### config.mk
export PLATFORM = sky130hd
export DESIGN_NAME = pph_queue
export DESIGN_NICKNAME = d
export VERILOG_FILES = /design/src/hdl/pph_pkg.sv /design/src/hdl/pph_queue.sv
export SDC_FILE = /design/constraint.sdc
export NUM_CORES = 1
export LEC_CHECK = 0
export ABC_AREA = 1
export BUFFER_PORTS_ARGS = -buffer_cell sky130_fd_sc_hd__buf_2
export CAP_MARGIN = 20
export CORE_ASPECT_RATIO = 1.2
export CORE_UTILIZATION = 45
export CTS_BUF_LIST = sky130_fd_sc_hd__clkbuf_16
export DETAILED_ROUTE_END_ITERATION = 10
export GPL_ROUTABILITY_DRIVEN = 0
export PLACE_DENSITY_LB_ADDON = 0.12
export SLEW_MARGIN = 25
export SYNTH_ARGS = -nofsm -noshare
export SYNTH_HDL_FRONTEND = slang
export SYNTH_SLANG_ARGS = --single-unit
### constraint.sdc
create_clock -name aclk -period 12.05 [get_ports aclk]
set_input_delay 0.6025 -clock aclk [delete_from_list [all_inputs] [get_ports aclk]]
set_output_delay 0.6025 -clock aclk [all_outputs]
set_load 0.05 [all_outputs]
### src/hdl/pph_pkg.sv
// shared types, constants and helpers for the path prune and heading block
`timescale 1ns / 1ps
package pph_pkg;

    localparam int WORD_W     = 192;
    localparam int DIFF_W     = 33;
    localparam int QDEPTH     = 4;
    localparam int QAW        = 2;
    localparam int QLW        = 3;
    localparam int CNT_W      = 6;
    localparam int SQ_STEPS   = 32;
    localparam int DIV_STEPS  = 60;
    localparam int FRAC_SHIFT = 27;
    localparam int THR_W      = 31;

    localparam logic [15:0] Q_ONE = 16'd16384;
    localparam logic [WORD_W-1:0] ORIGIN_WORD = {32'd0, Q_ONE, 144'd0};

    localparam logic CFG_PRUNE  = 1'b0;
    localparam logic CFG_THRESH = 1'b1;

    // word layout: x, y, z, rot x, rot y, rot z, rot w, stamp from the lowest bit
    typedef struct packed {
        logic [WORD_W-1:0]        data;
        logic                     eop;
        logic                     head;
        logic signed [DIFF_W-1:0] dx;
        logic signed [DIFF_W-1:0] dy;
    } cmd_t;

    typedef enum logic [2:0] {F_IDLE, F_DIFF, F_MUL, F_DEC, F_P2} front_state_t;
    typedef enum logic [2:0] {Y_IDLE, Y_MUL, Y_ROOT, Y_DIVW, Y_SQW, Y_DIVZ, Y_SQZ,
                              Y_DONE} yaw_state_t;
    typedef enum logic [1:0] {B_IDLE, B_WAIT, B_EMIT} back_state_t;

    function automatic cmd_t mk_cmd(input logic [WORD_W-1:0] data, input logic eop,
                                    input logic head, input logic signed [DIFF_W-1:0] dx,
                                    input logic signed [DIFF_W-1:0] dy);
        cmd_t c;
        c.data = data;
        c.eop  = eop;
        c.head = head;
        c.dx   = dx;
        c.dy   = dy;
        return c;
    endfunction

endpackage

### src/hdl/pph_queue.sv
// short command queue between front and back
`timescale 1ns / 1ps
module pph_queue (
    input  logic                    aclk,
    input  logic                    aresetn,
    input  logic                    push,
    input  pph_pkg::cmd_t           push_cmd,
    input  logic                    pop,
    output pph_pkg::cmd_t           head_cmd,
    output logic                    empty,
    output logic [pph_pkg::QLW-1:0] level
);
    import pph_pkg::*;

    cmd_t mem [QDEPTH];
    logic [QAW-1:0] wr_reg, rd_reg;
    logic [QLW-1:0] cnt_reg;

    assign head_cmd = mem[rd_reg];
    assign empty    = (cnt_reg == '0);
    assign level    = cnt_reg;

    always_ff @(posedge aclk) begin
        if (push) mem[wr_reg] <= push_cmd;
    end

    always_ff @(posedge aclk) begin
        if (!aresetn) begin
            wr_reg  <= '0;
            rd_reg  <= '0;
            cnt_reg <= '0;
        end else begin
            if (push) wr_reg <= wr_reg + 1'b1;
            if (pop)  rd_reg <= rd_reg + 1'b1;
            cnt_reg <= cnt_reg + QLW'(push) - QLW'(pop);
        end
    end

endmodule

# Yosys cells after proc, flatten, opt, wreduce, memory -nomap -nowiden
# Memories as Yosys holds them, arrays and structs flattened. A register that Yosys moved wholly into a read port is not among the register bits.
# Index checks and enable logic that the tools add are counted.
# Widths: inputs -> output; s select.
# word_totals
out_inout_bits	264
mem_count	1
word_cells	13
reg_bits	7
ramBits	1040
in_bits	264
# op_classes
mux	4
reduce_logical	1
n_addsub	4
# mem_list
name	depth	word_bits	read_ports	rd_ports_with_merged_regs	write_ports	line	rtl
mem	4	260	1	1	1	pph_queue.sv:15	cmd_t mem [QDEPTH];
# ops
operator	count
$add 2x1->2 const B	2
$mux 2	2
$add 3x1->3	1
$logic_not 3->1	1
$sub 3x1->3	1
$mux 1	2

# Logic depth before layout (Yosys ltp)
# depth
word_depth	3
depth_mapped	8
mapped_depth_nobuf	8

# Least setup slack after synthesis
# No wires, ideal clock.
# synth_timing
kind	input port to flip-flop
from	input port push
to	memory mem[0][0] (netlist name), enable pin
cell_stages	2
n_path_buf	0
setup_time_ps	611
arrival_ps	5620
t_required_ps	11439
slack_ps	5819
cell_sequence	nand2_1 -> inv_1
# synth_via
elab_chain_cells	2
# synth_lines
element	line	rtl
from (decl)	pph_queue.sv:6	input logic push,
$mux 1	pph_queue.sv:24	if (push) mem[wr_reg] <= push_cmd;
$mux 1 (not written as such)	pph_queue.sv:24	
to (decl)	pph_queue.sv:15	
# Every way passes these cells.

==> flow_summary_export.csv <==
group,metric,value,unit
status,outcome,"finished, final reports clean",
finish,fin_util,52.7,%
synthesis,syn_area_per_cell,13.4,um2
pwr,irDropWorstVdd,0.000165,V
critical_path,worstPathArrival,3.98,ns
timing,fin_crit,4.58,ns
timing,finalHoldViolations,0,
synthesis,ys_async_sr_fraction,0,%
floorplanning,num_rows,121,
synthesis,synthesis.nets,3359,
global_routing,track_usage,19.1,%
clock_tree,cts_root_buf,"clkbuf_16",
placement,hpwl,53400,um
synthesis,yosysMostFrequentCell,"edfxtp_1",
timing,maxSlewViolCount,0,
critical_path,start_kind,"register",
synthesis,netlist.area_leader.share,75.5,%
critical_path,path_cells,"buf_12 > buf_12 > buf_16 > buf_6 > o21ai_0 > nand2_1 > buf_2",
synthesis,synthDistinctLibCells,16,
global_routing,grt_pass1_wl,136000,um
finish,syn_to_final_growth,15.8,%
clock_tree,clkLatencyLatePin,0.67,ns
timing,fmax,218,MHz
critical_path,cp_max_fo,182,
timing,tightest_slew,1.12,ns
synthesis,netlist_area,41400,um2
synthesis,yosys_warnings,0,
clock_tree,hold_buffers,0,
synthesis,synth.yosys.seq_area_share,75.9,%
critical_path,critPathMaxStageDelay,0.69,ns
global_routing,grt_pass1_vias,23900,
floorplanning,fp.coreArea,91000,um2
routing,drcViolationCount,0,
floorplanning,die_w,279,um
flow_run,drv_cap,0,
routing,via_count,24400,
critical_path,worstPathRequired,11.45,ns
routing,viasPerCell,4.97,
critical_path,slowest_stage,"buf_6",
timing,skew,0.0204,ns
routing,post_drt_wl_per_cell,18.4,um
timing,period_share,38.0,%
routing,wirelength,90300,um
routing,first_pass_iters,5,
clock_tree,clock_path_buffers,3,
pwr,powerDensity,174,nW/um2
synthesis,synth_top_area_cell,"edfxtp_1",
synthesis,synthCells,3088,
pwr,leakagePower,18.6,nW
timing,rsz0062_at_grt,"false",
timing,max-slew-margin-rel,25.5,%
floorplanning,initial_core_util,45.5,%
critical_path,cpMostUsedCell,"buf_12",
finish,largest_reg_flops,1040,
routing,ant_nets,0,
timing,setup_tns,0,ns
synthesis,synth_ff_type,"edfxtp_1",
synthesis,ys_seq_elements,1049,
min_path,hp-class,"primary input to register",
clock_tree,cts_resized,0,
finish,regMostFlops,"mem",
global_routing,grt_max_degree,259,
clock_tree,cts_buffers,103,
placement,io_buffers,527,
global_routing,grt.overflow.total,0,
floorplanning,die_area,93200,um2
synthesis,synth_common_cells,"edfxtp_1 (1,040), inv_1 (535), nand2_1 (530)",
clock_tree,htreeDepth,3,
critical_path,end_kind,"output pin",
clock_tree,path_clk_slew,0.06,ns
global_routing,antenna_found_initial,37,
clock_tree,cts_setup_buffers,0,
critical_path,crit_type,"register to output pin",
floorplanning,fp.dieH,334,um
finish,final_nets,3842,
pwr,p_total,8.36,mW
clock_tree,clock_sinks,1049,
synthesis,synth_edf_count,1040,
floorplanning,ios,528,
timing,report.final.setup_viol,0,
synthesis,synth_area_leaders,"edfxtp_1 (75%), inv_1 (4.9%), nand2_1 (4.8%)",
routing,drt_iter0_markers,1557,
clock_tree,cts_tree,"done",
finish,drive_above_1_share,19.4,%
[layout by cell type, fill, tap and decap left out]
cell type	instances
clkinv_4	1
fa_1	1
edfxtp_1	1040
clkinv_1	22
ha_1	6
clkbuf_16	104
nor3_1	1
buf_12	5
o211ai_2	10
diode_2	13
buf_16	2
inv_16	1
clkinv_8	3
buf_2	527
nand3_1	1
nor2_1	1
bufinv_16	7
dfxtp_4	2
clkinv_2	22
inv_1	560
inv_6	3
clkinvlp_4	1
buf_6	3
inv_8	4
nand2_1	530
o211ai_1	250
buf_4	15
a21oi_1	266
dfxtp_1	7
o21ai_0	264
[power breakdown]
part / leakage (nW) / internal [mW] / switching [mW] / total (mW)
sequential: 9.63 / 4.18 / 0.0376 / 4.22
clock: 1.70 / 1.72 / 1.31 / 3.03
combinational: 7.24 / 0.229 / 0.892 / 1.12
total: 18.6 / 6.12 / 2.24 / 8.36
[worst max-delay path: cells and delay by family, from the launching register on]
kind,cells,cell delay (ns)
flops,1,0.63
compound gates,1,0.20
buf+inv,5,2.04
simple gates,1,0.12
[worst paths after layout]
kind / startpoint / to / slack [ns] / cells after the start
worst min register to register: rd_reg[1] / register / 0.49 / 2
worst min-delay path: push_cmd[20] / mem[1][20] / 0.14 / 1
worst max-delay path: register / head_cmd[81] / 7.47 / 7
worst max register to register: wr_reg[0] / mem[0][87] / 8.56 / 6
[cells by family after synthesis]
logic type	synth area share, %
AOI/OAI and AO/OA	11.2
adders and majority gates	0.230
buffers and inverters	7.79
DFF	75.9
and+or+nand+nor	4.84
[per-stage QoR]
step	hold slack, ns	setup slack, ns	cells	instance area, um2
after detailed placement	0.475	7.83	4692	44600
after floorplan	0.436	5.82	3088	41400
after global placement	0.436	7.96	4692	44600
after global routing	0.106	7.10	4897	47900
final	0.142	7.47	4902	47900
after CTS	0.0909	7.10	4885	47800
[cell type report]
type	instances	area [um2]
Fill cell	7627	43000
Sequential cell	1049	31400
Multi-Input combinational cell	1330	6750
Timing Repair Buffer	552	2940
Clock buffer	104	2600
Inverter	535	2040
Tap cell	1230	1540
Clock inverter	89	623
Antenna cell	13	32.5
[metal layers]
layer | share of wire [%] | GRT usage, % | vias up | wire, um
met2 | 50 | 33.0 | 543 | 45500
met3 | 7.0 | 5.62 | 172 | 6330
li1 | - | - | 11800 | -
met4 | 3.1 | 7.33 | 34 | 2800
met5 | 0.23 | 0 | - | 205
met1 | 39 | 22.2 | 11800 | 35400
(Power assumes the default switching activity.)
