<file path="src/hdl/pph_pkg.sv">
// shared types, constants and helpers for the path prune and heading block
`timescale 1ns / 1ps
package pph_pkg;

    localparam int WORD_W     = 192;
    localparam int DIFF_W     = 33;
    localparam int QDEPTH     = 4;
    localparam int QAW        = 2;
    localparam int QLW        = 3;
    localparam int CNT_W      = 6;
    localparam int SQ_STEPS   = 32;
    localparam int DIV_STEPS  = 60;
    localparam int FRAC_SHIFT = 27;
    localparam int THR_W      = 31;

    localparam logic [15:0] Q_ONE = 16'd16384;
    localparam logic [WORD_W-1:0] ORIGIN_WORD = {32'd0, Q_ONE, 144'd0};

    localparam logic CFG_PRUNE  = 1'b0;
    localparam logic CFG_THRESH = 1'b1;

    // word layout: x, y, z, rot x, rot y, rot z, rot w, stamp from the lowest bit
    typedef struct packed {
        logic [WORD_W-1:0]        data;
        logic                     eop;
        logic                     head;
        logic signed [DIFF_W-1:0] dx;
        logic signed [DIFF_W-1:0] dy;
    } cmd_t;

    typedef enum logic [2:0] {F_IDLE, F_DIFF, F_MUL, F_DEC, F_P2} front_state_t;
    typedef enum logic [2:0] {Y_IDLE, Y_MUL, Y_ROOT, Y_DIVW, Y_SQW, Y_DIVZ, Y_SQZ,
                              Y_DONE} yaw_state_t;
    typedef enum logic [1:0] {B_IDLE, B_WAIT, B_EMIT} back_state_t;

    function automatic cmd_t mk_cmd(input logic [WORD_W-1:0] data, input logic eop,
                                    input logic head, input logic signed [DIFF_W-1:0] dx,
                                    input logic signed [DIFF_W-1:0] dy);
        cmd_t c;
        c.data = data;
        c.eop  = eop;
        c.head = head;
        c.dx   = dx;
        c.dy   = dy;
        return c;
    endfunction

endpackage

</file>
<file path="src/hdl/pph_back.sv">
// back end: drains commands, runs the heading unit, drives the output register
`timescale 1ns / 1ps
module pph_back (
    input  logic                       aclk,
    input  logic                       aresetn,
    input  logic                       q_empty,
    input  pph_pkg::cmd_t              head_cmd,
    output logic                       pop,
    output logic                       yaw_start,
    input  logic                       yaw_done,
    input  logic [15:0]                yaw_qz,
    input  logic [15:0]                yaw_qw,
    output logic                       m_tvalid,
    input  logic                       m_tready,
    output logic [pph_pkg::WORD_W-1:0] m_tdata,
    output logic                       m_tlast
);
    import pph_pkg::*;

    back_state_t state_reg, state_next;
    cmd_t cur_reg;
    logic out_v_reg, out_eop_reg;
    logic [WORD_W-1:0] out_data_reg;
    logic slot_free, load_plain, load_head;

    assign slot_free = !out_v_reg || m_tready;
    assign m_tvalid  = out_v_reg;
    assign m_tdata   = out_data_reg;
    assign m_tlast   = out_eop_reg;

    always_comb begin
        state_next = state_reg;
        pop        = 1'b0;
        yaw_start  = 1'b0;
        load_plain = 1'b0;
        load_head  = 1'b0;
        unique case (state_reg)
            B_IDLE: begin
                if (!q_empty) begin
                    if (head_cmd.head) begin
                        pop        = 1'b1;
                        yaw_start  = 1'b1;
                        state_next = B_WAIT;
                    end else if (slot_free) begin
                        pop        = 1'b1;
                        load_plain = 1'b1;
                    end
                end
            end
            B_WAIT: if (yaw_done) state_next = B_EMIT;
            B_EMIT: begin
                if (slot_free) begin
                    load_head  = 1'b1;
                    state_next = B_IDLE;
                end
            end
            default: state_next = B_IDLE;
        endcase
    end

    always_ff @(posedge aclk) begin
        if (!aresetn) begin
            state_reg <= B_IDLE;
            out_v_reg <= 1'b0;
        end else begin
            state_reg <= state_next;
            if (load_plain || load_head) out_v_reg <= 1'b1;
            else if (m_tready)          out_v_reg <= 1'b0;
        end
    end

    always_ff @(posedge aclk) begin
        if (yaw_start) cur_reg <= head_cmd;
        if (load_plain) begin
            out_data_reg <= head_cmd.data;
            out_eop_reg  <= head_cmd.eop;
        end else if (load_head) begin
            out_data_reg <= {cur_reg.data[191:160], yaw_qw, yaw_qz, 32'd0,
                             cur_reg.data[95:0]};
            out_eop_reg  <= cur_reg.eop;
        end
    end

endmodule

</file>
<file path="config.mk">
export PLATFORM = sky130hd
export DESIGN_NAME = pph_back
export DESIGN_NICKNAME = d
export VERILOG_FILES = /design/src/hdl/pph_pkg.sv /design/src/hdl/pph_back.sv
export SDC_FILE = /design/constraint.sdc
export NUM_CORES = 1
export LEC_CHECK = 0
export ABC_CLOCK_PERIOD_IN_PS = 22600
export BUFFER_PORTS_ARGS = -buffer_cell sky130_fd_sc_hd__buf_2
export CELL_PAD_IN_SITES_DETAIL_PLACEMENT = 0
export CELL_PAD_IN_SITES_GLOBAL_PLACEMENT = 1
export CORE_AREA = 2 2 194 196
export CTS_CLUSTER_SIZE = 40
export DETAILED_ROUTE_END_ITERATION = 8
export DIE_AREA = 0 0 196 198
export GPL_ROUTABILITY_DRIVEN = 0
export HOLD_SLACK_MARGIN = 0.06
export MAX_ROUTING_LAYER = met4
export PLACE_DENSITY = 0.76
export SLEW_MARGIN = 20
export SYNTH_ARGS = -nofsm -noshare
export SYNTH_HDL_FRONTEND = slang
export SYNTH_SLANG_ARGS = --single-unit
export TNS_END_PERCENT = 1
</file>
<file path="constraint.sdc">
create_clock -name aclk -period 22.6 [get_ports aclk]
set_clock_uncertainty 0.15 [all_clocks]
set_input_delay 1.13 -clock aclk [delete_from_list [all_inputs] [get_ports aclk]]
set_output_delay 1.13 -clock aclk [all_outputs]
set_load 0.005 [all_outputs]
</file>
# ---- Word-level counts from Yosys, hierarchy flattened
# Cells that the tools add are included.
dict set report classes {
  n_eq_ne 6
  mux 22
  reduce_logical 7
}
# cell n
set ops {}
lappend ops {{192-bit two-way mux} 2}
lappend ops {{1-bit two-way mux} 15}
lappend ops {{2-bit two-way mux} 4}
lappend ops {{2-bit != test, second input constant} 4}
lappend ops {{2-bit case mux with 3 select lines} 1}
lappend ops {{4-bit AND reduction} 1}
lappend ops {{2-bit nonzero test} 2}
lappend ops {{2-bit by 1-bit equality test with 1-bit output, second input constant} 1}
lappend ops {{2-bit equality test, second input constant} 1}
lappend ops {{2-bit logical NOT} 1}
lappend ops {{1-bit logical OR} 2}
lappend ops {{1-bit logical NOT} 1}
dict set report word_totals {
  regBits 389
  elab_cells 41
}

# ---- Logic depth before layout (Yosys ltp)
# Gate-level depths: netlist of run 1.
dict set report logic_depth {
  ltp_word 8
  ltp_mapped 5
  depth_no_buf 3
}

# ---- Worst setup path after synthesis of run 1
# OpenSTA, ideal clock, no wires.
dict set report synth_path {
  kind {input to register}
  startpoint {in m_tready}
  endpoint {reg out_data_reg[0], in the netlist m_tdata[0] (enable)}
  arrival_ns 10.051
  required_time_ns 21.664
  path_slack_ns 11.613
  cell_stages 2
  n_path_buf 0
  path_cell_list {nor2b_1 -> o21bai_1}
}
dict set report synth_via {
  elab_chain_len 6
  word_cells_on_any_way 7
}
# item line_no
set synth_lines {}
lappend synth_lines {{start, declared} pph_back.sv:14} ;# input logic m_tready,
lappend synth_lines {{1-bit logical OR (*)} pph_back.sv:26} ;# assign slot_free = !out_v_reg || m_tready;
lappend synth_lines {{1-bit two-way mux (*)} {pph_back.sv:44, pph_back.sv:52}}
lappend synth_lines {{1-bit two-way mux} pph_back.sv:40} ;# if (head_cmd.head) begin
lappend synth_lines {{1-bit two-way mux} pph_back.sv:39} ;# if (!q_empty) begin
lappend synth_lines {{1-bit two-way mux} pph_back.sv:37} ;# unique case (state_reg)
lappend synth_lines {{2-bit nonzero test (no line) (*)} -}
lappend synth_lines {{end signal, assigned} pph_back.sv:75} ;# out_data_reg <= head_cmd.data;
lappend synth_lines {{end signal, assigned} pph_back.sv:78} ;# out_data_reg <= {cur_reg.data[191:160], yaw_qw, yaw_qz, 32'd0,
lappend synth_lines {{end, declared} pph_back.sv:23} ;# logic [WORD_W-1:0] out_data_reg;
# Every way passes the cells marked *; elsewhere a longest branch is shown, timed or not.
# A chain may end at the register's enable or synchronous reset.

# ---- Final worst setup path of run 1
dict set report layout_path {
  startpoint {in q_empty}
  endpoint {reg out_data_reg[35], in the netlist m_tdata[35], data pin}
}
dict set report layout_via {
  elab_chain_len 3
}
# item line_no
set layout_lines {}
lappend layout_lines {{start, declared} pph_back.sv:6} ;# input logic q_empty,
lappend layout_lines {{1-bit two-way mux} pph_back.sv:39}
lappend layout_lines {{1-bit two-way mux} pph_back.sv:37}
lappend layout_lines {{192-bit two-way mux} pph_back.sv:74} ;# if (load_plain) begin
# Every way passes these cells.

==> results.sh, run 1 <==
export IMPL_status="finished clean"
export IMPL_r2r_start="state_reg[1]$_SDFFE_PN0P_"
export IMPL_finalCritPeriodShare_pct=15.8
export IMPL_worstHoldStart="state_reg[1]$_SDFFE_PN0P_"
export IMPL_dp_cells=1443
export IMPL_worst_slack_ns=19.04
export IMPL_htree_levels=2
export IMPL_clockBufferDepth=3
export IMPL_cts_setup_buffers=0
export IMPL_hpwl_um=17900
export IMPL_finalMaxSlewViolations=0
export IMPL_initial_core_util_pct=32.5
export IMPL_hold_buffers=0
export IMPL_cp_buffers_inverters=3
export IMPL_reg2reg_depth=5
export IMPL_crit_family="buffers and inverters"
export IMPL_dr_pass1_iters=4
export IMPL_cts_root_buf="clkbuf_16"
export IMPL_grt_use_total_pct=13.8
export IMPL_syn_num_nets=853
export IMPL_worstSetupStartpointType="input pin"
export IMPL_ys_warn_count=0
export IMPL_ys_seq_area_share_pct=81.1
export IMPL_grt_pass1_wl_um=39500
export IMPL_tritoncts="yes"
export IMPL_synthCells=556
export IMPL_min_to="state_reg[0]$_SDFFE_PN0P_"
export IMPL_instances_no_fill=1514
export IMPL_grt_max_degree=75
export IMPL_path_cells="buf_2, nor3_2, nor3b_4, buf_4, buf_4, mux2_1"
export IMPL_grt_ovfl_total=0
export IMPL_rsz0062_at_grt="false"
export IMPL_nNetsFinal=1305
export IMPL_routed_via_density=4.42
export IMPL_fillerInstances=3310
export IMPL_reg2reg_slack_ns=19.33
export IMPL_grt_pass1_vias=6942
export IMPL_finalSetupTns_ns=0
export IMPL_die_w_um=196
export IMPL_drtIter0Drc=297
export IMPL_drc=0
export IMPL_holdPathStages=1
export IMPL_drive_gt1_share_pct=51.6
export IMPL_rows=71
export IMPL_ys_ff_latch=325
export IMPL_synthTopCellsByArea="edfxtp_1 (81%), mux2_1 (11%), mux2_2 (4.2%)"
export IMPL_critPathKind="in2reg"
export IMPL_final_cell_mix="buf_2 (426), edfxtp_1 (322), mux2_1 (116)"
export IMPL_slew_headroom_pct=32.5
export IMPL_drt_wl_total_um=26600
export IMPL_worst_slew_pin_slew_ns=1.01
export IMPL_largest_reg_flops=192
export IMPL_path_clk_slew_ns=0.05
export IMPL_period_minus_slack_ns=3.56
export IMPL_io_pins=493
export IMPL_finalHoldViolations=0
export IMPL_portBuffers=426
export IMPL_power_density_mw_per_mm2=86.9
export IMPL_vias=6688
export IMPL_final_util_pct=42.7
export IMPL_yosysUniqueCellTypes=19
export IMPL_core_area_mm2=0.0370
export IMPL_cp_end_kind="flip-flop"
export IMPL_slowest_delay_ns=0.86
export IMPL_syn_area_mm2=0.0120
export IMPL_peakVddDrop_uv=56.9
export IMPL_wl_per_cell_um=17.6
export IMPL_place_ws_ns=18.47
export IMPL_cts_buffers_inserted=37
export IMPL_area_delta_synth_final_pct=31.7
export IMPL_setup_viol=0
export IMPL_ant_nets=0
export IMPL_yosys_area_top_type_share_pct=80.6
export IMPL_path_max_fanout=72
export IMPL_worstPathRequired_ns=22.71
export IMPL_hold_class="reg2reg"
export IMPL_crit_slowest_cell="buf_4"
export IMPL_clk_insertion_delay_late_ns=0.54
export IMPL_ctsResizeCount=0
export IMPL_final_common_cell="buf_2"
export IMPL_dieArea_mm2=0.0388
export IMPL_path_common_cell="buf_4"
export IMPL_antenna_found_initial=6
export IMPL_avgSynthCellArea_um2=21.6
export IMPL_clkSinkCount=325
export IMPL_yosys_area_top_type="edfxtp_1"
export IMPL_p_leak_uw=0.00609
export IMPL_cap_viol_max_count=0
export IMPL_crit_arrival_ns=3.67
export IMPL_r2r_end="m_tdata[35]$_DFFE_PP_"
export IMPL_max_clock_freq_mhz=281
export IMPL_p_total_uw=1370
export IMPL_die_h_um=198
## worst max-delay path by stage
stage	from	to	slack [ns]	cells after the start
5_1_grt	q_empty	m_tdata[35]$_DFFE_PP_	18.89	6
3_5_place_dp	q_empty	m_tdata[35]$_DFFE_PP_	18.47	6
6_report	q_empty	m_tdata[35]$_DFFE_PP_	19.04	6
4_1_cts	q_empty	m_tdata[35]$_DFFE_PP_	19.04	6
2_1_floorplan	m_tready	m_tdata[0]$_DFFE_PP_	11.61	2
3_3_place_gp	q_empty	m_tdata[35]$_DFFE_PP_	18.47	6
## per-stage QoR
| stage | cell area [um^2] | hold WS (ns) |
|---|---|---|
| after detailed placement | 14700 | 0.346 |
| after global routing | 15800 | 0.381 |
| after floorplan | 12000 | 0.313 |
| final | 15800 | 0.351 |
| after global placement | 14700 | 0.328 |
| after CTS | 15800 | 0.352 |
## cell type report
cell class	instances	area, um^2	share of cell area, %
antenna	5	12.5	0.0792
tap	474	593	3.76
clock inverter	22	166	1.05
timing repair buffer	434	2190	13.9
clock buffer	44	952	6.03
multi-input combinational	210	2150	13.6
sequential	325	9730	61.6
## logic make-up after synthesis
group                  after synthesis  synth area share, %
AOI/OAI and AO/OA                    5                0.282
DFF                                325                 81.1
and+or+nand+nor                     44                 2.33
buffers and inverters               21                 1.15
muxes                              161                 15.1
## cells in the mapped netlist
master / n
edfxtp_1: 322
mux2_1: 116
mux2_2: 45
and2_1: 34
buf_4: 14
buf_2: 5
dfxtp_1: 3
clkbuf_1: 2
nand2_1: 2
nand2b_1: 2
nor2b_1: 2
o21a_1: 2
a21oi_1: 1
nor2_1: 1
nor3_2: 1
nor3b_1: 1
nor3b_2: 1
o21bai_1: 1
o22ai_1: 1
## routing by layer
layer	GRT usage (%)	part of all wire, %
met1	15.9	40
met2	21.7	47
met3	5.72	10
met4	4.94	2.8
met5	-	0
## power breakdown
group          switching (uW)  total [uW]  leakage, uW  internal [uW]
combinational            52.7        99.7      0.00250           47.0
sequential               7.17         712      0.00305            705
clock                     236         560     0.000546            324
Note: power is estimated with default switching activity, not from simulation.
==> run 2: changes to the inputs <==
--- a/config.mk
+++ b/config.mk
@@ -5,18 +5,18 @@
 export SDC_FILE = /design/constraint.sdc
 export NUM_CORES = 1
 export LEC_CHECK = 0
-export ABC_CLOCK_PERIOD_IN_PS = 22600
+export ABC_AREA = 1
+export ABC_CLOCK_PERIOD_IN_PS = 3100
 export BUFFER_PORTS_ARGS = -buffer_cell sky130_fd_sc_hd__buf_2
 export CELL_PAD_IN_SITES_DETAIL_PLACEMENT = 0
 export CELL_PAD_IN_SITES_GLOBAL_PLACEMENT = 1
-export CORE_AREA = 2 2 194 196
+export CORE_UTILIZATION = 35
 export CTS_CLUSTER_SIZE = 40
 export DETAILED_ROUTE_END_ITERATION = 8
-export DIE_AREA = 0 0 196 198
 export GPL_ROUTABILITY_DRIVEN = 0
 export HOLD_SLACK_MARGIN = 0.06
 export MAX_ROUTING_LAYER = met4
-export PLACE_DENSITY = 0.76
+export PLACE_DENSITY = 0.85
 export SLEW_MARGIN = 20
 export SYNTH_ARGS = -nofsm -noshare
 export SYNTH_HDL_FRONTEND = slang
==> constraint.sdc (replaced) <==
create_clock -name aclk -period 3.1 [get_ports aclk]
set_clock_uncertainty 0.15 [all_clocks]
set_input_delay 0.155 -clock aclk [delete_from_list [all_inputs] [get_ports aclk]]
set_output_delay 0.155 -clock aclk [all_outputs]
set_load 0.005 [all_outputs]
==> run 2 against run 1 <==
Worst hold slack lost 0.16 ns. First-iteration DRC count rose by 39%. Die area is 1.9% lower. Via count grew 36%. Combinational power rose to 12 times the previous value. Count of clock-buffer cells in the layout is 1 lower. Sequential power grew to 7.3 times the previous value. Clock power rose to 7.2 times the previous value. Critical path type is now reg2out.
==> results.sh, run 2 <==
export IMPL_status="finished clean"
export IMPL_antenna_found_initial=3
export IMPL_core_area_mm2=0.0366
export IMPL_vias=9084
export IMPL_final_area_mm2=0.0189
export IMPL_r2r_end="m_tdata[136]$_DFFE_PP_"
export IMPL_grt_pass1_vias=9435
export IMPL_min_to="cur_reg[150]$_DFFE_PP_"
export IMPL_routed_via_density=4.34
export IMPL_p_switching_uw=2380
export IMPL_finalHoldViolations=0
export IMPL_synth_area_mux_share_pct=0
export IMPL_cap_viol_max_count=0
export IMPL_cts_buffers_inserted=36
export IMPL_drtIter0Drc=412
export IMPL_worstHoldStart="head_cmd[150]"
export IMPL_die_w_um=195
export IMPL_dr_pass1_iters=5
export IMPL_clk_insertion_delay_late_ns=0.52
export IMPL_holdPathStages=2
export IMPL_hpwl_um=18800
export IMPL_nNetsFinal=1897
export IMPL_wl_per_cell_um=15.4
export IMPL_worstSetupStartpointType="flip-flop"
export IMPL_area_delta_synth_final_pct=45.1
export IMPL_rows=70
export IMPL_ys_warn_count=0
export IMPL_drive_gt1_share_pct=39.0
export IMPL_grt_ovfl_total=0
export IMPL_grt_pass1_wl_um=49400
export IMPL_setup_viol=0
export IMPL_fillerInstances=3001
export IMPL_grt_max_degree=139
export IMPL_critPathKind="reg2out"
export IMPL_dieArea_mm2=0.0381
export IMPL_avgSynthCellArea_um2=14.0
export IMPL_reg2reg_depth=6
export IMPL_intPower_uw=8070
export IMPL_synth_edf_count=322
export IMPL_synthAdderAreaFrac_pct=0
export IMPL_grt_use_total_pct=17.1
export IMPL_synthSimpleGateAreaFrac_pct=6.16
export IMPL_htree_levels=2
export IMPL_yosys_area_top_type_share_pct=74.1
export IMPL_worstPathRequired_ns=2.79
export IMPL_switching_share_pct=22.8
export IMPL_cts_root_buf="clkbuf_16"
export IMPL_postPlaceCellArea_mm2=0.0155
export IMPL_pwr_share_seq_pct=49.9
export IMPL_ys_ff_latch=325
export IMPL_crit_arrival_ns=2.21
export IMPL_p_comb_share_pct=11.4
export IMPL_yosys_area_top_type="edfxtp_1"
export IMPL_slew_headroom_pct=49.9
export IMPL_final_cell_mix="buf_2 (426), edfxtp_1 (322), dlygate4sd3_1 (231)"
export IMPL_synthTopCellsByCount="edfxtp_1 (322), inv_1 (202), nand2_1 (165), o21ai_2 (140), buf_6 (35)"
export IMPL_final_common_cell="buf_2"
export IMPL_rsz0062_at_grt="false"
export IMPL_syn_area_mm2=0.0131
export IMPL_portBuffers=426
export IMPL_reg2reg_slack_ns=0.76
export IMPL_finalMaxSlewViolations=0
export IMPL_finalCritPeriodShare_pct=81.1
export IMPL_io_pins=493
export IMPL_p_leak_uw=0.00839
export IMPL_drt_wl_total_um=32200
export IMPL_period_minus_slack_ns=2.51
export IMPL_initial_core_util_pct=35.6
export IMPL_tritoncts="yes"
export IMPL_synth_most_common_cell="edfxtp_1"
export IMPL_power_density_mw_per_mm2=552
export IMPL_drc=0
export IMPL_yosysUniqueCellTypes=16
export IMPL_clockBufferDepth=3
export IMPL_ys_seq_area_share_pct=74.5
export IMPL_ys_flop_type="edfxtp_1"
export IMPL_clkPwrFrac_pct=38.6
export IMPL_worst_slew_pin_slew_ns=0.752
export IMPL_cp_end_kind="output port"
export IMPL_ant_nets=0
export IMPL_synthTopCellsByArea="edfxtp_1 (74%), o21ai_2 (9.4%), inv_1 (5.8%)"
export IMPL_clkSinkCount=325
export IMPL_synth_top_family_by_area="compound AO/OA/AOI/OAI gates"
export IMPL_async_flop_share_pct=0
export IMPL_syn_num_nets=1232
export IMPL_path_max_fanout=53
export IMPL_hold_class="in2reg"
export IMPL_die_h_um=195
export IMPL_path_clk_slew_ns=0.06
export IMPL_synth_compound_area_share_pct=10.3
export IMPL_ctsResizeCount=0
export IMPL_r2r_start="state_reg[1]$_SDFFE_PN0P_"
export IMPL_largest_reg_flops=192
export IMPL_synthCells=935
export IMPL_p_total_uw=10400
export IMPL_peakVddDrop_uv=387
export IMPL_synth_xor_area_share_pct=0
export IMPL_max_clock_freq_mhz=398
run 2: cell count changes after synthesis, sizes merged, moves of 5 or more:
cell,delta
nand2,+163
inv,+202
nand3,+5
mux2,-161
and2,-34
nor2,+32
buf,+19
o21ai,+162
run 2: kinds of logic (layout without fill, tap and decap cells):
logic type             Yosys count  after routing
AO/OA/AOI/OAI                  164            164
buffers and inverters          241            928
flip-flops                     325            325
other                            0              3
AND/OR/NAND/NOR                205            205
run 2: timing repair:
action / in CTS / in global routing
hold endpoints to repair: 325 / 0
hold buffers: 231 / 0
setup buffers: 0 / 0
run 2: routing by layer:
metal	up-vias	routed length (um)	track usage [%]
li1	4438	-	-
met4	0	1070	7.55
met5	-	0	-
met1	4255	12300	18.4
met3	71	2140	4.30
met2	320	16700	29.9
run 2: area by class of cell:
class | instances | area (um^2) | share of cell area (%)
sequential | 325 | 9730 | 51.4
clock buffer | 43 | 948 | 5.01
clock inverter | 17 | 136 | 0.720
inverter | 202 | 763 | 4.03
antenna | 3 | 7.51 | 0.0396
timing repair buffer | 666 | 4600 | 24.3
tap | 468 | 586 | 3.09
multi-input combinational | 369 | 2170 | 11.4
run 2: power by group through the flow:
stage               Sequential, uW  Combinational [uW]  Clock, uW
finish                        5220                1200       4040
global route                  5240                1310       4310
CTS                           5210                1190       4150
detailed placement            5310                 934          0
global placement              5300                 913          0
floorplan                     5350                 494          0
run 2: worst max-delay path by stage:
stage | end | start | slack [ns] | depth (start not counted)
2_1_floorplan | m_tdata[0]$_DFFE_PP_ | state_reg[0]$_SDFFE_PN0P_ | -1.08 | 3
3_3_place_gp | cur_reg[131]$_DFFE_PP_ | state_reg[1]$_SDFFE_PN0P_ | 1.09 | 4
3_5_place_dp | cur_reg[131]$_DFFE_PP_ | state_reg[1]$_SDFFE_PN0P_ | 1.07 | 4
4_1_cts | yaw_start | state_reg[1]$_SDFFE_PN0P_ | 0.50 | 5
5_1_grt | yaw_start | state_reg[1]$_SDFFE_PN0P_ | 0.39 | 5
6_report | yaw_start | state_reg[1]$_SDFFE_PN0P_ | 0.59 | 5
run 2: worst max-delay path, cell delays in order (launching register included):
cell     delay [ns]
dfxtp_2        0.35
nor2_4         0.14
nand3_1        0.19
inv_6          0.50
buf_4          0.34
buf_2          0.15
run 2: per-stage QoR:
step	hold slack, ns	util [%]	cells	worst slack (ns)	TNS, ns
floorplan	0.103	-	935	-1.08	-293.90
global placement	0.196	42.4	1799	1.09	0
detailed placement	0.197	42.4	1799	1.07	0
CTS	0.159	51.7	2090	0.497	0
global route	0.184	51.7	2093	0.386	0
finish	0.193	51.7	2093	0.586	0
==> run 3: changes to the inputs <==
--- a/config.mk
+++ b/config.mk
@@ -6,17 +6,18 @@
 export NUM_CORES = 1
 export LEC_CHECK = 0
 export ABC_AREA = 1
-export ABC_CLOCK_PERIOD_IN_PS = 3100
+export ABC_CLOCK_PERIOD_IN_PS = 2350
 export BUFFER_PORTS_ARGS = -buffer_cell sky130_fd_sc_hd__buf_2
 export CELL_PAD_IN_SITES_DETAIL_PLACEMENT = 0
 export CELL_PAD_IN_SITES_GLOBAL_PLACEMENT = 1
-export CORE_UTILIZATION = 35
+export CORE_AREA = 2 2 192 194
 export CTS_CLUSTER_SIZE = 40
 export DETAILED_ROUTE_END_ITERATION = 8
+export DIE_AREA = 0 0 194 196
 export GPL_ROUTABILITY_DRIVEN = 0
 export HOLD_SLACK_MARGIN = 0.06
 export MAX_ROUTING_LAYER = met4
-export PLACE_DENSITY = 0.85
+export PLACE_DENSITY = 0.84
 export SLEW_MARGIN = 20
 export SYNTH_ARGS = -nofsm -noshare
 export SYNTH_HDL_FRONTEND = slang
==> constraint.sdc (replaced) <==
create_clock -name aclk -period 2.35 [get_ports aclk]
set_clock_uncertainty 0.15 [all_clocks]
set_input_delay 0.1175 -clock aclk [delete_from_list [all_inputs] [get_ports aclk]]
set_output_delay 0.1175 -clock aclk [all_outputs]
set_load 0.005 [all_outputs]
==> run 3 against run 2 <==
First-iteration DRC count is 3.9% lower. Worst hold slack worse by 0.042 ns. Count of clock-buffer cells in the layout up 4. Largest power group unchanged.
==> results.sh, run 3 (synthesis results as in run 2) <==
export IMPL_worst_slew_pin_slew_ns=0.670
export IMPL_io_pins=493
export IMPL_final_cell_mix="buf_2 (426), edfxtp_1 (322), dlygate4sd3_1 (230)"
export IMPL_final_area_mm2=0.0192
export IMPL_switching_share_pct=22.4
export IMPL_path_cells="nor2_4, nand4_4, buf_12, nand2_1, o21ai_2, dlygate4sd3_1"
export IMPL_largest_reg_flops=192
export IMPL_wl_per_cell_um=15.4
export IMPL_top_layer="met4"
export IMPL_peakVddDrop_uv=554
export IMPL_crit_slowest_cell="dlygate4sd3_1"
export IMPL_instances_no_fill=2107
export IMPL_drt_wl_total_um=32500
export IMPL_ant_nets=0
export IMPL_postPlaceCellArea_mm2=0.0156
export IMPL_path_clk_slew_ns=0.06
export IMPL_die_w_um=194
export IMPL_reg2reg_slack_ns=0.01
export IMPL_grt_max_degree=124
export IMPL_slew_headroom_pct=55.3
export IMPL_p_total_uw=14300
export IMPL_hold_class="in2reg"
export IMPL_finalCritPeriodShare_pct=99.4
export IMPL_grt_pass1_vias=9595
export IMPL_initial_core_util_pct=36.2
export IMPL_met3WireLength_um=1850
export IMPL_finalMaxSlewViolations=0
export IMPL_drc=0
export IMPL_ff_latch_area_mm2=0.00973
export IMPL_slowest_delay_ns=0.62
export IMPL_path_max_fanout=123
export IMPL_status="finished clean"
export IMPL_r2r_end="m_tdata[139]$_DFFE_PP_"
export IMPL_clkPwrFrac_pct=40.4
export IMPL_fillerInstances=2982
export IMPL_p_comb_share_pct=11.3
export IMPL_antenna_found_initial=1
export IMPL_r2r_start="state_reg[1]$_SDFFE_PN0P_"
export IMPL_nNetsFinal=1907
export IMPL_htree_levels=2
export IMPL_clockBufferDepth=3
export IMPL_max_clock_freq_mhz=428
export IMPL_cts_root_buf="clkbuf_16"
export IMPL_worstSetupStartpointType="flip-flop"
export IMPL_grt_use_total_pct=17.2
export IMPL_rows=70
export IMPL_clk_insertion_delay_late_ns=0.52
export IMPL_period_minus_slack_ns=2.34
export IMPL_rsz0062_at_grt="true"
export IMPL_worstPathRequired_ns=2.46
export IMPL_clkSinkCount=325
export IMPL_portBuffers=426
export IMPL_intPower_uw=11100
export IMPL_pwr_share_seq_pct=48.2
export IMPL_area_delta_synth_final_pct=47.0
export IMPL_core_area_mm2=0.0361
export IMPL_vias=9123
export IMPL_dieArea_mm2=0.0380
export IMPL_cts_setup_buffers=0
export IMPL_dp_cells=1809
export IMPL_power_density_mw_per_mm2=744
export IMPL_crit_end="m_tdata[139]$_DFFE_PP_"
export IMPL_drtIter0Drc=396
export IMPL_whs_ns=0.150
export IMPL_crit_arrival_ns=2.44
export IMPL_p_switching_uw=3200
export IMPL_cp_end_kind="flip-flop"
export IMPL_final_common_cell="buf_2"
export IMPL_multi_input_area_mm2=0.00217
export IMPL_dr_pass1_iters=4
export IMPL_drive_gt1_share_pct=39.5
export IMPL_worstSetupStartpoint="state_reg[1]$_SDFFE_PN0P_"
export IMPL_holdPathStages=2
export IMPL_p_leak_uw=0.00851
export IMPL_reg2reg_depth=6
export IMPL_cts_buffers_inserted=37
export IMPL_hpwl_um=20400
export IMPL_critPathKind="reg2reg"
export IMPL_grt_ovfl_total=0
export IMPL_routed_via_density=4.33
export IMPL_cap_viol_max_count=0
export IMPL_wl_met1_um=12400
export IMPL_grt_pass1_wl_um=50000
export IMPL_wl_met2_um=16800
export IMPL_tritoncts="yes"
export IMPL_setup_viol=0
export IMPL_die_h_um=196
export IMPL_finalHoldViolations=0
[run 3: what timing repair did]
item / in CTS / in global routing
resized for setup: 1 / 3
hold endpoints to repair: 325 / 0
endpoints found under the setup margin: 1 / 19
hold buffers: 230 / 0
[run 3: per-stage QoR]
step / TNS (ns) / worst slack, ns / utilization, %
2_1_floorplan: -536.11 / -1.83 / -
3_5_place_dp: 0 / 0.349 / 43.3
6_report: 0 / 0.0137 / 53.2
4_1_cts: 0 / 0.0113 / 53.1
5_1_grt: -0.382 / -0.0522 / 53.2
3_3_place_gp: 0 / 0.342 / 43.3
[run 3: layout make-up]
class | instances | share of cell area, %
clock buffers | 47 | 5.24
multi-input cells | 369 | 11.3
diodes | 1 | 0.0130
well taps | 468 | 3.05
repair buffers | 675 | 24.5
inverters | 202 | 4.09
clock inverters | 20 | 1.10
flip-flops and latches | 325 | 50.7
[run 3: power by group through the flow]
| stage | Sequential (uW) | Combinational, uW | Clock (uW) |
|---|---|---|---|
| 5_1_grt | 6910 | 1770 | 6120 |
| 4_1_cts | 6880 | 1610 | 5910 |
| 2_1_floorplan | 7060 | 652 | 0 |
| 6_report | 6880 | 1610 | 5770 |
| 3_5_place_dp | 7000 | 1270 | 0 |
| 3_3_place_gp | 6990 | 1230 | 0 |
[run 3: per-layer routing]
layer | up-vias | global-route usage [%]
met5 | - | -
met4 | 0 | 8.42
met3 | 82 | 3.59
met2 | 321 | 29.9
met1 | 4256 | 18.8
li1 | 4464 | -
[run 3: worst min path at each step]
stage | from | end
floorplan | aresetn | m_tvalid$_SDFFE_PN0P_
global placement | head_cmd[147] | cur_reg[147]$_DFFE_PP_
detailed placement | head_cmd[237] | cur_reg[237]$_DFFE_PP_
CTS | head_cmd[228] | cur_reg[228]$_DFFE_PP_
global route | head_cmd[239] | cur_reg[239]$_DFFE_PP_
finish | head_cmd[234] | cur_reg[234]$_DFFE_PP_
[run 3: worst max-delay path, delay by kind of cell, from the launching register on]
kind,cells,cell delay (ns)
flops,1,0.35
compound gates,1,0.07
simple gates,3,0.48
buf+inv,2,0.91
